$ cat src/tpjd_pkg.sv
// Shared constants and beat codes for the two-level priority job dispatcher.
package tpjd_pkg;

  // Codes of the kind field on the input channel.
  localparam logic [1:0] KIND_SUBMIT   = 2'd0;
  localparam logic [1:0] KIND_FINISH   = 2'd1;
  localparam logic [1:0] KIND_SHUTDOWN = 2'd2;

  // Default sizes of the two job stores and of a job tag.
  localparam int unsigned URGENT_DEPTH_DEF     = 16;
  localparam int unsigned BACKGROUND_DEPTH_DEF = 16;
  localparam int unsigned TAG_BITS_DEF         = 16;

endpackage

$ cat src/tpjd_mem.sv
// Single-port-write, single-port-read tag memory with a registered read.
module tpjd_mem #(
  parameter int unsigned DEPTH = 16,
  parameter int unsigned WIDTH = 16,
  localparam int unsigned AW   = (DEPTH > 1) ? $clog2(DEPTH) : 1
) (
  input  logic             clk_i,
  input  logic             we_i,
  input  logic [AW-1:0]    waddr_i,
  input  logic [WIDTH-1:0] wdata_i,
  input  logic             re_i,
  input  logic [AW-1:0]    raddr_i,
  output logic [WIDTH-1:0] rdata_o
);

  logic [WIDTH-1:0] mem_q [DEPTH];
  logic [WIDTH-1:0] rdata_q;

  // Write and read share the edge; a read of the written address returns the old word.
  always_ff @(posedge clk_i) begin
    if (we_i) begin
      mem_q[waddr_i] <= wdata_i;
    end
  end

  always_ff @(posedge clk_i) begin
    if (re_i) begin
      rdata_q <= mem_q[raddr_i];
    end
  end

  assign rdata_o = rdata_q;

endmodule

$ cat src/two_level_priority_job_dispatcher.sv
// Top level of the two-level strict-priority job dispatcher for a single worker.
//
//   Channel | Direction | Handshake                | Payload
//   --------+-----------+--------------------------+----------------------------------------
//   in      | input     | in_valid_i / in_ready_o  | kind_i, job_tag_i, high_priority_i
//   out     | output    | out_valid_o / out_ready_i| dispatch_valid_o, dispatched_tag_o,
//           |           |                          | dispatched_from_high_o, dropped_o,
//           |           |                          | worker_busy_o, urgent_level_o,
//           |           |                          | background_level_o
//
// One beat is accepted every cycle while the output does not stall; each input beat yields exactly one output beat.
// Each beat passes through two registers, the input register and the result register,
// the store memories' registered read ports being part of the result register.
// Reset (rst_ni low, asynchronous) empties both stores, frees the worker and clears halt.
// A stall on the output holds the result register and the state; the input register
// still takes one more beat, after which in_ready_o follows out_ready_i.
module two_level_priority_job_dispatcher
  import tpjd_pkg::*;
#(
  parameter int unsigned URGENT_DEPTH     = URGENT_DEPTH_DEF,
  parameter int unsigned BACKGROUND_DEPTH = BACKGROUND_DEPTH_DEF,
  parameter int unsigned TAG_BITS         = TAG_BITS_DEF,
  localparam int unsigned UCW = $clog2(URGENT_DEPTH + 1),
  localparam int unsigned BCW = $clog2(BACKGROUND_DEPTH + 1)
) (
  input  logic                clk_i,
  input  logic                rst_ni,

  input  logic                in_valid_i,
  output logic                in_ready_o,
  input  logic [1:0]          kind_i,
  input  logic [TAG_BITS-1:0] job_tag_i,
  input  logic                high_priority_i,

  output logic                out_valid_o,
  input  logic                out_ready_i,
  output logic                dispatch_valid_o,
  output logic [TAG_BITS-1:0] dispatched_tag_o,
  output logic                dispatched_from_high_o,
  output logic                dropped_o,
  output logic                worker_busy_o,
  output logic [UCW-1:0]      urgent_level_o,
  output logic [BCW-1:0]      background_level_o
);

  localparam int unsigned UIW = (URGENT_DEPTH > 1) ? $clog2(URGENT_DEPTH) : 1;
  localparam int unsigned BIW = (BACKGROUND_DEPTH > 1) ? $clog2(BACKGROUND_DEPTH) : 1;
  // Wide enough to hold head plus count before the wrap.
  localparam int unsigned BSW = BCW + 1;

  // ---------------------------------------------------------------------------
  // Input register. It frees up whenever its beat moves on to the result side.
  // ---------------------------------------------------------------------------
  logic                in_valid_q;
  logic [1:0]          kind_q;
  logic [TAG_BITS-1:0] tag_q;
  logic                high_q;
  logic                in_accept;
  logic                advance;

  // The beat in the input register is processed when the result register is
  // empty or is being emptied in this cycle.
  assign advance    = in_valid_q && (!out_valid_o || out_ready_i);
  assign in_ready_o = !in_valid_q || advance;
  assign in_accept  = in_valid_i && in_ready_o;

  always_ff @(posedge clk_i or negedge rst_ni) begin
    if (!rst_ni) begin
      in_valid_q <= 1'b0;
    end else if (in_accept) begin
      in_valid_q <= 1'b1;
    end else if (advance) begin
      in_valid_q <= 1'b0;
    end
  end

  always_ff @(posedge clk_i) begin
    if (in_accept) begin
      kind_q <= kind_i;
      tag_q  <= job_tag_i;
      high_q <= high_priority_i;
    end
  end

  // ---------------------------------------------------------------------------
  // Scheduler state. These registers also serve as the status part of the
  // result, since they only change when a new result is loaded.
  // ---------------------------------------------------------------------------
  logic           busy_q,   busy_d;
  logic           halted_q, halted_d;
  logic [UCW-1:0] ucnt_q,   ucnt_d;
  logic [BCW-1:0] bcnt_q,   bcnt_d;
  logic [BIW-1:0] bhead_q,  bhead_d;

  // ---------------------------------------------------------------------------
  // Single-pass update: push first, then dispatch if the worker is free.
  // ---------------------------------------------------------------------------
  logic           running;
  logic           is_submit;
  logic           is_finish;
  logic           is_shutdown;
  logic           push_u;
  logic           push_b;
  logic           drop;
  logic           busy_mid;
  logic [UCW-1:0] ucnt_mid;
  logic [BCW-1:0] bcnt_mid;
  logic           disp_ok;
  logic           pop_u;
  logic           pop_b;
  logic           bypass;
  logic [UCW-1:0] utop;
  logic [BSW-1:0] bslot_sum;
  logic [BSW-1:0] bslot_wrap;
  logic [BIW-1:0] bslot;
  logic [BSW-1:0] bhead_inc;
  logic [BIW-1:0] bhead_next;

  assign running     = !halted_q;
  assign is_submit   = running && (kind_q == KIND_SUBMIT);
  assign is_finish   = running && (kind_q == KIND_FINISH);
  assign is_shutdown = running && (kind_q == KIND_SHUTDOWN);

  assign push_u = is_submit && high_q && (ucnt_q < UCW'(URGENT_DEPTH));
  assign push_b = is_submit && !high_q && (bcnt_q < BCW'(BACKGROUND_DEPTH));
  assign drop   = is_submit && !push_u && !push_b;

  assign busy_mid = is_finish ? 1'b0 : busy_q;
  assign ucnt_mid = ucnt_q + UCW'(push_u);
  assign bcnt_mid = bcnt_q + BCW'(push_b);

  // Urgent work always wins; the background FIFO is served only when the stack is empty.
  assign disp_ok = (is_submit || is_finish) && !busy_mid;
  assign pop_u   = disp_ok && (ucnt_mid != '0);
  assign pop_b   = disp_ok && !pop_u && (bcnt_mid != '0);

  // Stack top after the push.
  assign utop = ucnt_mid - UCW'(1);

  // FIFO tail slot is head plus count, wrapped once at the depth.
  assign bslot_sum  = BSW'(bhead_q) + BSW'(bcnt_q);
  assign bslot_wrap = (bslot_sum >= BSW'(BACKGROUND_DEPTH)) ?
                      (bslot_sum - BSW'(BACKGROUND_DEPTH)) : bslot_sum;
  assign bslot      = bslot_wrap[BIW-1:0];
  assign bhead_inc  = BSW'(bhead_q) + BSW'(1);
  assign bhead_next = (bhead_inc == BSW'(BACKGROUND_DEPTH)) ? '0 : bhead_inc[BIW-1:0];

  // A job that is pushed and dispatched on the same beat never comes back out of
  // the memory in time, so its tag is forwarded around it. On the stack this is
  // any push followed by a pop; on the FIFO only when the FIFO was empty.
  assign bypass = (push_u && pop_u) || (push_b && pop_b && (bcnt_q == '0));

  always_comb begin
    busy_d   = busy_q;
    halted_d = halted_q;
    ucnt_d   = ucnt_q;
    bcnt_d   = bcnt_q;
    bhead_d  = bhead_q;
    if (is_shutdown) begin
      busy_d   = 1'b1;
      halted_d = 1'b1;
      ucnt_d   = '0;
      bcnt_d   = '0;
      bhead_d  = '0;
    end else if (is_submit || is_finish) begin
      busy_d = busy_mid || pop_u || pop_b;
      ucnt_d = pop_u ? utop : ucnt_mid;
      bcnt_d = pop_b ? (bcnt_mid - BCW'(1)) : bcnt_mid;
      if (pop_b) begin
        bhead_d = bhead_next;
      end
    end
  end

  always_ff @(posedge clk_i or negedge rst_ni) begin
    if (!rst_ni) begin
      busy_q   <= 1'b0;
      halted_q <= 1'b0;
      ucnt_q   <= '0;
      bcnt_q   <= '0;
      bhead_q  <= '0;
    end else if (advance) begin
      busy_q   <= busy_d;
      halted_q <= halted_d;
      ucnt_q   <= ucnt_d;
      bcnt_q   <= bcnt_d;
      bhead_q  <= bhead_d;
    end
  end

  // ---------------------------------------------------------------------------
  // Job stores. Their read registers load only when a result is produced, so a
  // stalled result keeps its tag.
  // ---------------------------------------------------------------------------
  logic [TAG_BITS-1:0] urd;
  logic [TAG_BITS-1:0] brd;

  tpjd_mem #(
    .DEPTH (URGENT_DEPTH),
    .WIDTH (TAG_BITS)
  ) u_urgent_mem (
    .clk_i   (clk_i),
    .we_i    (advance && push_u),
    .waddr_i (ucnt_q[UIW-1:0]),
    .wdata_i (tag_q),
    .re_i    (advance && pop_u),
    .raddr_i (utop[UIW-1:0]),
    .rdata_o (urd)
  );

  tpjd_mem #(
    .DEPTH (BACKGROUND_DEPTH),
    .WIDTH (TAG_BITS)
  ) u_background_mem (
    .clk_i   (clk_i),
    .we_i    (advance && push_b),
    .waddr_i (bslot),
    .wdata_i (tag_q),
    .re_i    (advance && pop_b),
    .raddr_i (bhead_q),
    .rdata_o (brd)
  );

  // ---------------------------------------------------------------------------
  // Result register.
  // ---------------------------------------------------------------------------
  logic                out_valid_q;
  logic                disp_q;
  logic                from_high_q;
  logic                dropped_q;
  logic                bypass_q;
  logic [TAG_BITS-1:0] bypass_tag_q;

  always_ff @(posedge clk_i or negedge rst_ni) begin
    if (!rst_ni) begin
      out_valid_q <= 1'b0;
    end else if (advance) begin
      out_valid_q <= 1'b1;
    end else if (out_ready_i) begin
      out_valid_q <= 1'b0;
    end
  end

  always_ff @(posedge clk_i) begin
    if (advance) begin
      disp_q       <= pop_u || pop_b;
      from_high_q  <= pop_u;
      dropped_q    <= drop;
      bypass_q     <= bypass;
      bypass_tag_q <= tag_q;
    end
  end

  assign out_valid_o            = out_valid_q;
  assign dispatch_valid_o       = disp_q;
  assign dispatched_from_high_o = disp_q && from_high_q;
  assign dropped_o              = dropped_q;
  assign worker_busy_o          = busy_q;
  assign urgent_level_o         = ucnt_q;
  assign background_level_o     = bcnt_q;

  // The tag reads as zero when nothing was dispatched.
  always_comb begin
    dispatched_tag_o = '0;
    if (disp_q) begin
      if (bypass_q) begin
        dispatched_tag_o = bypass_tag_q;
      end else if (from_high_q) begin
        dispatched_tag_o = urd;
      end else begin
        dispatched_tag_o = brd;
      end
    end
  end

  // ---------------------------------------------------------------------------
  // Assertions.
  // ---------------------------------------------------------------------------

  // A dispatch always leaves the worker busy.
  a_dispatch_sets_busy: assert property (@(posedge clk_i) disable iff (!rst_ni)
    (out_valid_o && dispatch_valid_o) |-> worker_busy_o)
    else $error("dispatch reported with a free worker");

  // Neither count can pass its store's depth.
  a_levels_in_range: assert property (@(posedge clk_i) disable iff (!rst_ni)
    (ucnt_q <= UCW'(URGENT_DEPTH)) && (bcnt_q <= BCW'(BACKGROUND_DEPTH)))
    else $error("store count beyond depth");

  // Only reset leaves the halted condition.
  a_halt_sticks: assert property (@(posedge clk_i) disable iff (!rst_ni)
    halted_q |=> halted_q)
    else $error("halt released without reset");

  // While halted the stores are empty and the worker reads as busy.
  a_halted_state: assert property (@(posedge clk_i) disable iff (!rst_ni)
    halted_q |-> (busy_q && (ucnt_q == '0) && (bcnt_q == '0)))
    else $error("halted with live jobs or a free worker");

  // A drop happens only when some store is full.
  a_drop_only_full: assert property (@(posedge clk_i) disable iff (!rst_ni)
    (out_valid_o && dropped_o) |->
      ((ucnt_q == UCW'(URGENT_DEPTH)) || (bcnt_q == BCW'(BACKGROUND_DEPTH))))
    else $error("drop reported with room in both stores");

  // A free worker never sits beside waiting jobs, since every free moment dispatches.
  a_no_idle_with_work: assert property (@(posedge clk_i) disable iff (!rst_ni)
    (!busy_q) |-> ((ucnt_q == '0) && (bcnt_q == '0)))
    else $error("worker free while jobs wait");

endmodule
$ cat config.mk
export PLATFORM = sky130hd
export DESIGN_NAME = two_level_priority_job_dispatcher
export DESIGN_NICKNAME = d
export VERILOG_FILES = /design/src/tpjd_pkg.sv /design/src/tpjd_mem.sv /design/src/two_level_priority_job_dispatcher.sv
export SDC_FILE = /design/constraint.sdc
export NUM_CORES = 1
export LEC_CHECK = 0
export BUFFER_PORTS_ARGS = -buffer_cell sky130_fd_sc_hd__clkbuf_2
export CORE_ASPECT_RATIO = 0.6
export CORE_MARGIN = 5
export CORE_UTILIZATION = 55
export CTS_CLUSTER_SIZE = 20
export DETAILED_ROUTE_END_ITERATION = 10
export PLACE_DENSITY = 0.82
export SKIP_LAST_GASP = 1
export SYNTH_ARGS = -nofsm -noshare
export SYNTH_HDL_FRONTEND = slang
export SYNTH_SLANG_ARGS = --single-unit
$ cat constraint.sdc
create_clock -name clk_i -period 6.3 [get_ports clk_i]
set_input_delay 1.26 -clock clk_i [delete_from_list [all_inputs] [get_ports clk_i]]
set_output_delay 1.26 -clock clk_i [all_outputs]
set_load 0.01 [all_outputs]
==> results.sh, run 1 <==
export IMPL_ys_seq_elements=601
export IMPL_grt_pass1_wl_um=79700
export IMPL_grt_pass1_vias=11789
export IMPL_drc=0
export IMPL_ant_nets=0
export IMPL_dr_pass1_iters=6
export IMPL_ys_warn_count=0
export IMPL_startpoint_type="flop"
export IMPL_max_cap_viol_count=0
export IMPL_irDropWorstVdd_mv=0.4430
export IMPL_synth_edf_count=583
export IMPL_rsz0062_at_grt="false"
export IMPL_die_w_um=277.1
export IMPL_synth_fa_ha_area_share_pct=0.6695
export IMPL_synthCells=1076
export IMPL_initial_core_util_pct=55.95
export IMPL_clk_pin_slew_ns=0.08
export IMPL_avgSynthCellArea_um2=21.89
export IMPL_grtUsageTotal_pct=23.24
export IMPL_post_cts_resized=0
export IMPL_slew_violations=0
export IMPL_place_congestion=0.8526
export IMPL_hold_path_class="reg -> reg"
export IMPL_portBuffers=54
export IMPL_cts_buffers=50
export IMPL_yosysSeqAreaShare_pct=76.26
export IMPL_syn_nets=1111
export IMPL_netlist_top_cells_area="edfxtp_1 (74%), mux4_2 (15%), dfrtp_1 (1.9%)"
export IMPL_syn_cell_area_mm2=0.02355
export IMPL_synth_top_cells_by_count="edfxtp_1 (583), mux4_2 (160), nor2_1 (41)"
export IMPL_grt_ovfl_total=0
export IMPL_finalCriticalPeriod_ns=4.652
export IMPL_slew_headroom_pct=9.473
export IMPL_finalSetupViolations=0
export IMPL_cp_arrival_ns=4.98
export IMPL_powerDensity_mw_per_mm2=390.4
export IMPL_drt_iter0_markers=1917
export IMPL_drive_gt1_share_pct=29.41
export IMPL_async_reset_ff_share_pct=2.995
export IMPL_n_antenna_cell=0
export IMPL_die_y_um=170.3
export IMPL_coreArea_mm2=0.04209
export IMPL_ctsLongestPathBuffers=3
export IMPL_cts_max_level=2
export IMPL_area_growth_pct=11.61
export IMPL_ys_flop_type="edfxtp_1"
export IMPL_synth_xor_area_share_pct=0.6588
export IMPL_cts_setup_buffers=0
export IMPL_hold_slack_ns=0.5101
export IMPL_total_power_w=0.01026
export IMPL_worst_pin_slew_ns=1.348
export IMPL_post_drt_wl_per_cell_um=30.60
export IMPL_antenna_found_initial=0
export IMPL_vias=11546
export IMPL_crit_type="reg -> reg"
export IMPL_vias_per_cell=6.472
export IMPL_post_synth_top_count_cell="edfxtp_1"
export IMPL_grt_max_degree=70
export IMPL_die_area_mm2=0.04719
export IMPL_insertion_delay_ns=0.59
export IMPL_fin_setup_tns_ns=0
export IMPL_finClkSkew_ns=0.02184
export IMPL_hold_buffers=0
export IMPL_cts_root_buf="clkbuf_16"
export IMPL_nets=1209
export IMPL_yosysUniqueCellTypes=63
export IMPL_synth_compound_area_share_pct=1.796
export IMPL_final_core_util_pct=62.45
export IMPL_synth_mux_area_share_pct=16.11
export IMPL_synth_simple_gate_area_share_pct=3.278
export IMPL_hold_violations=0
export IMPL_p_leak_nw=8.331
export IMPL_post_synth_top_area_fraction_pct=74.34
export IMPL_cts_tree="built"
export IMPL_yosysTopAreaCell="edfxtp_1"
export IMPL_routed_wl_um=54600
export IMPL_dp_hpwl_um=30250
export IMPL_fmax_mhz=214.9
export IMPL_clkSinkCount=601
export IMPL_fin_crit_sh_pct=73.85
export IMPL_end_kind="flop"
export IMPL_synth_top_family_by_area="multiplexers"
export IMPL_worstPathRequired_ns=6.62
export IMPL_fp_row_count=58
export IMPL_io_pins=55
export IMPL_status="finished, final reports clean"
export IMPL_cp_max_fo=31
## report_power, final
part	leakage (nW)	internal (W)	switching, W
registers	5.50	0.00455	0.000200
clock network	0.796	0.00170	0.00143
logic	2.04	0.00126	0.00113
## critical path, stage by stage, from the launching register on
cell and delay [ns]:
edfxtp_1 0.46, or3_1 0.45, or3b_1 0.43, inv_1 0.11, ha_4 0.47, inv_1 0.18, ha_2 0.90, buf_4 0.46
mux4_2 0.39, mux4_2 0.48
## stage by stage
step,worst slack [ns],std cells,instance area [µm²]
3_3_place_gp,1.837,1692,24660
6_report,1.648,1784,26280
5_1_grt,1.454,1784,26280
2_1_floorplan,2.222,1076,23550
3_5_place_dp,1.684,1692,24660
4_1_cts,1.611,1784,26280
## path summary, 6_finish.rpt
| path | from | endpoint | slack [ns] | depth (start not counted) |
|---|---|---|---|---|
| max | kind_q[0] | u_urgent_mem.rdata_o[10] | 1.65 | 9 |
| min | in_valid_q | out_valid_o | 0.51 | 1 |
| max reg2reg | kind_q[0] | u_urgent_mem.rdata_o[10] | 1.65 | 9 |
| min reg2reg | in_valid_q | out_valid_o | 0.51 | 1 |
| max in group asynchronous | rst_ni | bhead_q[0] | 5.30 | 1 |
| min in group asynchronous | rst_ni | urgent_level_o[2] | 0.61 | 1 |
## cells in the final DEF, fill, tap and decap left out, drive strengths merged, types with 6 or more instances in the layout
cell type	netlist	layout
ha	11	11
nand3	17	17
nand3b	6	6
o21ai	25	25
nand2b	7	7
clkbuf	22	114
buf	29	43
and2	19	19
mux2i	19	19
nor2	41	41
inv	12	14
xor2	6	6
mux4	160	160
nor3	10	10
clkinv	0	23
dfrtp	18	18
nand2	34	34
edfxtp	583	583
xnor2	7	7
## state kept, by name (all words and copies together), names as in the netlist, 2 cells and up
register,count
background_level_o,5
bhead_q,4
bypass_tag_q,16
kind_q,2
tag_q,16
u_background_mem.mem_q,256
u_background_mem.rdata_o,16
u_urgent_mem.mem_q,256
u_urgent_mem.rdata_o,16
urgent_level_o,5
## logic make-up after synthesis
family / count (synthesis)
adder cells (fa/ha/maj): 12
multiplexers: 179
AND/OR/NAND/NOR: 152
flip-flops: 601
buffers and inverters: 63
AO/OA/AOI/OAI: 56
XOR/XNOR: 13
## area by class of cell
cell class | count | area (µm²)
clock buffers | 60 | 1310
clock inverters | 32 | 312.8
fillers | 2748 | 15810
inverters | 12 | 45.04
multi-input cells | 412 | 5348
flip-flops and latches | 601 | 17960
well taps | 570 | 713.2
repair buffers | 97 | 593.1
## metal layers
layer / vias to the layer above / part of all wire (%) / global-route usage, %
met2: 825 / 45 / 34.71
met1: 5971 / 39 / 34.87
met4: 2 / 2.3 / 5.721
met3: 89 / 13 / 6.458
li1: 4659 / - / -
met5: - / 0.18 / 1.479
(Power assumes the default switching activity.)
==> inputs of run 2 (changes only) <==
Settings changed: ABC_AREA from default to 1.
Clock period 6.3 ns to 4.8 ns, I/O delays scaled along.
==> run 2 against run 1 <==
Effect of this change: via count rose by 37%; routed wire length rose by 13%; critical path depth rose by 2; sequential share of layout area fell by 2.8 points; combinational power fell by 90%; area after synthesis rose by 5.1%; clock-buffer cell count rose by 6; first-iteration DRC count rose by 30%; clock skew rose by 0.0028 ns; clock power rose by 34%; die area rose by 4.9%; largest power group unchanged; core utilization fell by 1.1 points.
==> results.sh, run 2 <==
export IMPL_status="finished, final reports clean"
export IMPL_p_sw_w=0.002103
export IMPL_fin_crit_sh_pct=81.60
export IMPL_fp_row_count=60
export IMPL_grt_ovfl_total=0
export IMPL_synth_edf_count=583
export IMPL_fmax_mhz=255.3
export IMPL_reg2reg_to="u_urgent_mem.rdata_o[11]"
export IMPL_p_leak_nw=9.559
export IMPL_final_common_cell="edfxtp_1"
export IMPL_syn_cell_area_mm2=0.02476
export IMPL_irDropWorstVdd_mv=0.3382
export IMPL_initial_core_util_pct=55.42
export IMPL_drive_gt1_share_pct=11.37
export IMPL_layout_common_cells="edfxtp_1 (583), o21ai_0 (237), nor2_1 (204)"
export IMPL_crit_type="reg -> reg"
export IMPL_r2r_slack_ns=0.88
export IMPL_worstPathRequired_ns=5.16
export IMPL_post_drt_wl_per_cell_um=23.73
export IMPL_end_kind="flop"
export IMPL_die_area_mm2=0.04949
export IMPL_startpoint_type="flop"
export IMPL_hold_slack_ns=0.3120
export IMPL_syn_nets=1936
export IMPL_slew_violations=0
export IMPL_cts_setup_buffers=0
export IMPL_p_sw_share_pct=20.43
export IMPL_worst_pin_slew_ns=1.083
export IMPL_cp_arrival_ns=4.28
export IMPL_power_share_clock_pct=40.7
export IMPL_ant_nets=0
export IMPL_ctsLongestPathBuffers=3
export IMPL_grt_pass1_vias=14968
export IMPL_nets=2002
export IMPL_pwr_share_seq_pct=56.9
export IMPL_synthCells=1901
export IMPL_cts_buffers=51
export IMPL_yosysTopAreaCell="edfxtp_1"
export IMPL_hold_buffers=0
export IMPL_portBuffers=54
export IMPL_vias_per_cell=6.083
export IMPL_dpl_cell_area_mm2=0.02574
export IMPL_drc=0
export IMPL_netlist_top_cells_area="edfxtp_1 (71%), o21ai_0 (4.8%), mux2i_1 (3.2%)"
export IMPL_dp_hpwl_um=37040
export IMPL_grt_max_degree=197
export IMPL_finClkSkew_ns=0.02467
export IMPL_post_synth_top_count_cell="edfxtp_1"
export IMPL_dr_pass1_iters=6
export IMPL_grtUsageTotal_pct=24.35
export IMPL_p_int_w=0.008191
export IMPL_yosysSeqAreaShare_pct=72.54
export IMPL_synth_top_cells_by_count="edfxtp_1 (583), o21ai_0 (237), nor2_1 (204)"
export IMPL_finalInstanceArea_mm2=0.02741
export IMPL_post_synth_top_area_fraction_pct=70.72
export IMPL_ys_seq_elements=601
export IMPL_r2r_start="kind_q[0]"
export IMPL_finalCriticalPeriod_ns=3.917
export IMPL_vias=15792
export IMPL_async_reset_ff_share_pct=2.995
export IMPL_cts_max_level=2
export IMPL_coreArea_mm2=0.04467
export IMPL_die_w_um=283.9
export IMPL_rsz0062_at_grt="false"
export IMPL_cts_tree="built"
export IMPL_reg2regPathDepth=11
export IMPL_yosysUniqueCellTypes=38
export IMPL_grt_pass1_wl_um=91690
export IMPL_powerDensity_mw_per_mm2=375.6
export IMPL_place_congestion=0.9295
export IMPL_largestRegisters="u_background_mem.mem_q x256, u_urgent_mem.mem_q x256"
export IMPL_area_growth_pct=10.71
export IMPL_cp_max_fo=70
export IMPL_ys_flop_type="edfxtp_1"
export IMPL_post_cts_resized=0
export IMPL_antenna_found_initial=1
export IMPL_max_cap_viol_count=0
export IMPL_hold_path_class="in -> async"
export IMPL_routed_wl_um=61600
export IMPL_slew_headroom_pct=27.83
export IMPL_ys_warn_count=0
export IMPL_die_y_um=174.3
export IMPL_finalSetupViolations=0
export IMPL_drt_iter0_markers=2494
export IMPL_hold_violations=0
export IMPL_fin_setup_tns_ns=0
export IMPL_insertion_delay_ns=0.61
export IMPL_io_pins=55
export IMPL_avgSynthCellArea_um2=13.02
export IMPL_comb_power_share_pct=2.4
export IMPL_clkSinkCount=601
export IMPL_clk_pin_slew_ns=0.07
export IMPL_cts_root_buf="clkbuf_16"
-- run 2: final cells by class --
| type | instances | area, µm² |
|---|---|---|
| antenna | 1 | 2.502 |
| sequential | 601 | 17960 |
| fill | 3195 | 17260 |
| timing repair buffer | 115 | 765.7 |
| clock buffer | 66 | 1354 |
| inverter | 172 | 646.9 |
| multi-input combinational | 1026 | 5632 |
| clock inverter | 26 | 309.0 |
| tap | 589 | 737.0 |
-- run 2: logic make-up (layout without fill, tap and decap cells) --
| family | after synthesis | count (layout) | share of synthesized area, % |
|---|---|---|---|
| and+or+nand+nor | 448 | 448 | 7.551 |
| xor gates and xnor gates | 7 | 7 | 0.3539 |
| muxes | 96 | 96 | 3.962 |
| other | 0 | 1 | 0 |
| AOI/OAI and AO/OA | 463 | 463 | 10.10 |
| DFF | 601 | 601 | 72.54 |
| adders and majority gates | 12 | 12 | 0.6368 |
| buffers and inverters | 274 | 379 | 4.862 |
-- run 2: worst max-delay path by stage --
stage                     startpoint                           to  slack [ns]  cells past startpoint
after CTS                  kind_q[0]      u_urgent_mem.rdata_o[9]        0.97                     11
after global routing       kind_q[0]      u_urgent_mem.rdata_o[9]        0.72                     14
after floorplan            kind_q[0]  u_background_mem.rdata_o[0]        1.40                     14
after global placement     kind_q[0]      u_urgent_mem.rdata_o[9]        1.03                     11
after detailed placement   kind_q[0]      u_urgent_mem.rdata_o[9]        0.98                     11
final                      kind_q[0]     u_urgent_mem.rdata_o[11]        0.88                     11
-- run 2: metrics by stage --
step                      total power, W  cells  util, %  setup slack (ns)
after floorplan                 0.006056   1901        -             1.397
after global placement          0.006200   2503    57.63             1.034
after CTS                        0.01031   2595    61.36            0.9689
final                            0.01029   2596    61.36            0.8831
after detailed placement        0.006214   2503    57.63            0.9820
after global routing             0.01057   2595    61.36            0.7175
-- run 2: power groups by stage --
stage	clock, W	sequential [W]	combinational, W
after floorplan	0	0.00598	0.0000741
after global placement	0	0.00597	0.000231
after detailed placement	0	0.00597	0.000241
after CTS	0.00421	0.00586	0.000242
after global routing	0.00445	0.00586	0.000261
final	0.00419	0.00586	0.000246
-- run 2: worst max-delay path: stages (launching register included) --
cell,delay [ns]
edfxtp_1,0.42
nor2_1,0.12
nand2_1,0.16
nor3_1,0.53
ha_4,0.31
clkinv_2,0.14
buf_4,0.59
nand3_2,0.23
xor2_4,0.59
inv_2,0.32
nand2_1,0.19
nand2_1,0.06
-- run 2: layer usage --
| layer | track usage (%) | part of all wire, % | up-vias | wire (µm) |
|---|---|---|---|---|
| met2 | 33.75 | 41 | 1092 | 25310 |
| met4 | 6.900 | 2.9 | 0 | 1775 |
| met3 | 7.654 | 15 | 124 | 9362 |
| met5 | 0 | 0 | - | 0 |
| li1 | - | - | 6949 | - |
| met1 | 37.28 | 41 | 7627 | 25150 |
==> inputs of run 3 (changes only) <==
Clock period 4.8 ns to 3.65 ns, I/O delays scaled along.
==> run 3 against run 2 <==
Effect of this change: die area unchanged; cell area about the same; critical path type unchanged; global-route usage increased by 0.087 points; clock skew decreased by 0.0089 ns; combinational power increased by 21%.
==> results.sh, run 3 (synthesized netlist as in run 2, its figures left out) <==
export IMPL_end_kind="flop"
export IMPL_worstPathRequired_ns=4.10
export IMPL_rsz0062_at_grt="false"
export IMPL_dr_pass1_iters=6
export IMPL_comb_power_share_pct=2.3
export IMPL_p_sw_w=0.002753
export IMPL_grt_pass1_wl_um=92160
export IMPL_clk_pin_slew_ns=0.07
export IMPL_routed_wl_um=61860
export IMPL_clkSinkCount=601
export IMPL_place_congestion=0.8838
export IMPL_cts_buffers=50
export IMPL_status="finished, final reports clean"
export IMPL_drc=0
export IMPL_hold_violations=0
export IMPL_layout_common_cells="edfxtp_1 (583), o21ai_0 (237), nor2_1 (204)"
export IMPL_path_cells="nor2_1 > nand2_1 > nor3_1 > ha_4 > ha_1 > inv_1 > ha_4 > buf_12 > o21ai_0 > o21ai_0 > inv_1 > o21ai_1 > nand2_1 > nand2_1"
export IMPL_ctsLongestPathBuffers=3
export IMPL_cp_num_buf_inv=3
export IMPL_grtUsageTotal_pct=24.44
export IMPL_fin_crit_sh_pct=93.80
export IMPL_power_share_clock_pct=38.9
export IMPL_grt_pass1_vias=14879
export IMPL_grt_met2_usage_pct=34.05
export IMPL_vias=15879
export IMPL_dp_hpwl_um=37970
export IMPL_initial_core_util_pct=55.42
export IMPL_drt_iter0_markers=2554
export IMPL_p_sw_share_pct=20.93
export IMPL_cp_common_cell="nand2_1"
export IMPL_final_common_cell="edfxtp_1"
export IMPL_max_stage_delay_ns=0.44
export IMPL_finalSetupViolations=0
export IMPL_fin_ws_ns=0.2261
export IMPL_post_cts_resized=0
export IMPL_max_cap_viol_count=0
export IMPL_worst_pin_slew_ns=1.366
export IMPL_fin_setup_tns_ns=0
export IMPL_pre_cts_slack_ns=0.3090
export IMPL_area_growth_pct=10.69
export IMPL_hold_path_class="in -> async"
export IMPL_busiest_layer="met1"
export IMPL_slew_violations=0
export IMPL_grt_max_degree=197
export IMPL_cp_arrival_ns=3.88
export IMPL_use_met3_pct=8.191
export IMPL_p_leak_nw=9.572
export IMPL_finClkSkew_ns=0.01574
export IMPL_grt_ovfl_total=0
export IMPL_io_pins=55
export IMPL_startpoint_type="flop"
export IMPL_portBuffers=54
export IMPL_cp_max_fo=71
export IMPL_crit_type="reg -> reg"
export IMPL_hold_buffers=0
export IMPL_vias_per_cell=6.091
export IMPL_met1_usage_pct=37.61
export IMPL_pwr_share_seq_pct=58.9
export IMPL_drive_gt1_share_pct=11.99
export IMPL_fmax_mhz=292.1
export IMPL_die_area_mm2=0.04949
export IMPL_cts_setup_buffers=0
export IMPL_insertion_delay_ns=0.59
export IMPL_ant_nets=0
export IMPL_coreArea_mm2=0.04467
export IMPL_fp_row_count=60
export IMPL_slew_headroom_pct=8.963
export IMPL_irDropWorstVdd_mv=0.4989
export IMPL_post_drt_wl_per_cell_um=23.73
export IMPL_die_w_um=283.9
export IMPL_antenna_found_initial=1
export IMPL_p_int_w=0.01040
export IMPL_finalCriticalPeriod_ns=3.424
export IMPL_cts_max_level=2
export IMPL_cp_top_family="simple AND/OR/NAND/NOR gates"
export IMPL_cp_slowest_cell="nor3_1"
export IMPL_largestRegisters="u_background_mem.mem_q x256, u_urgent_mem.mem_q x256"
export IMPL_cts_tree="built"
export IMPL_cts_root_buf="clkbuf_16"
export IMPL_die_y_um=174.3
export IMPL_powerDensity_mw_per_mm2=480.1
export IMPL_nets=2014
export IMPL_n_antenna_cell=0
[run 3: layout make-up]
class                      instances  area (µm²)
sequential                       601       17960
inverter                         172       646.9
timing repair buffer             128       908.4
clock buffer                      61        1292
multi-input combinational       1026        5632
fill                            3177       17260
clock inverter                    30       225.2
tap                              589       737.0
[run 3: power groups by stage]
stage / Sequential (W) / Combinational [W] / Clock (W)
floorplan: 0.00787 / 0.0000974 / 0
finish: 0.00775 / 0.000298 / 0.00511
global placement: 0.00789 / 0.000271 / 0
detailed placement: 0.00790 / 0.000281 / 0
global route: 0.00775 / 0.000313 / 0.00546
CTS: 0.00775 / 0.000282 / 0.00516
[run 3: path summary, 6_finish.rpt]
path,slack [ns],end,start,depth (start not counted)
min reg2reg,0.53,halted_q,halted_q,2
min in group clk_i,0.31,tag_q[12],job_tag_i[12],1
max reg2reg,0.23,u_urgent_mem.rdata_o[12],kind_q[0],14
max,0.23,u_urgent_mem.rdata_o[12],kind_q[0],14
min,0.10,urgent_level_o[2],rst_ni,1
max in group asynchronous,3.15,bhead_q[0],rst_ni,1
[run 3: metal layers]
layer / routed length (µm) / share of wire, % / vias up
li1: - / - / 6985
met1: 25190 / 41 / 7664
met2: 25740 / 42 / 1107
met3: 9493 / 15 / 123
met4: 1434 / 2.3 / 0
met5: 0 / 0 / -
[run 3: per-stage QoR]
step	power, W	std cells	hold WS, ns	area [µm²]	util [%]
after detailed placement	0.008180	2515	0.5058	25860	57.89
after floorplan	0.007964	1901	0.4344	24760	-
after CTS	0.01319	2606	0.1072	27380	61.29
final	0.01316	2607	0.1045	27400	61.35
after global routing	0.01352	2607	0.1329	27400	61.35
after global placement	0.008162	2515	0.4952	25860	57.89
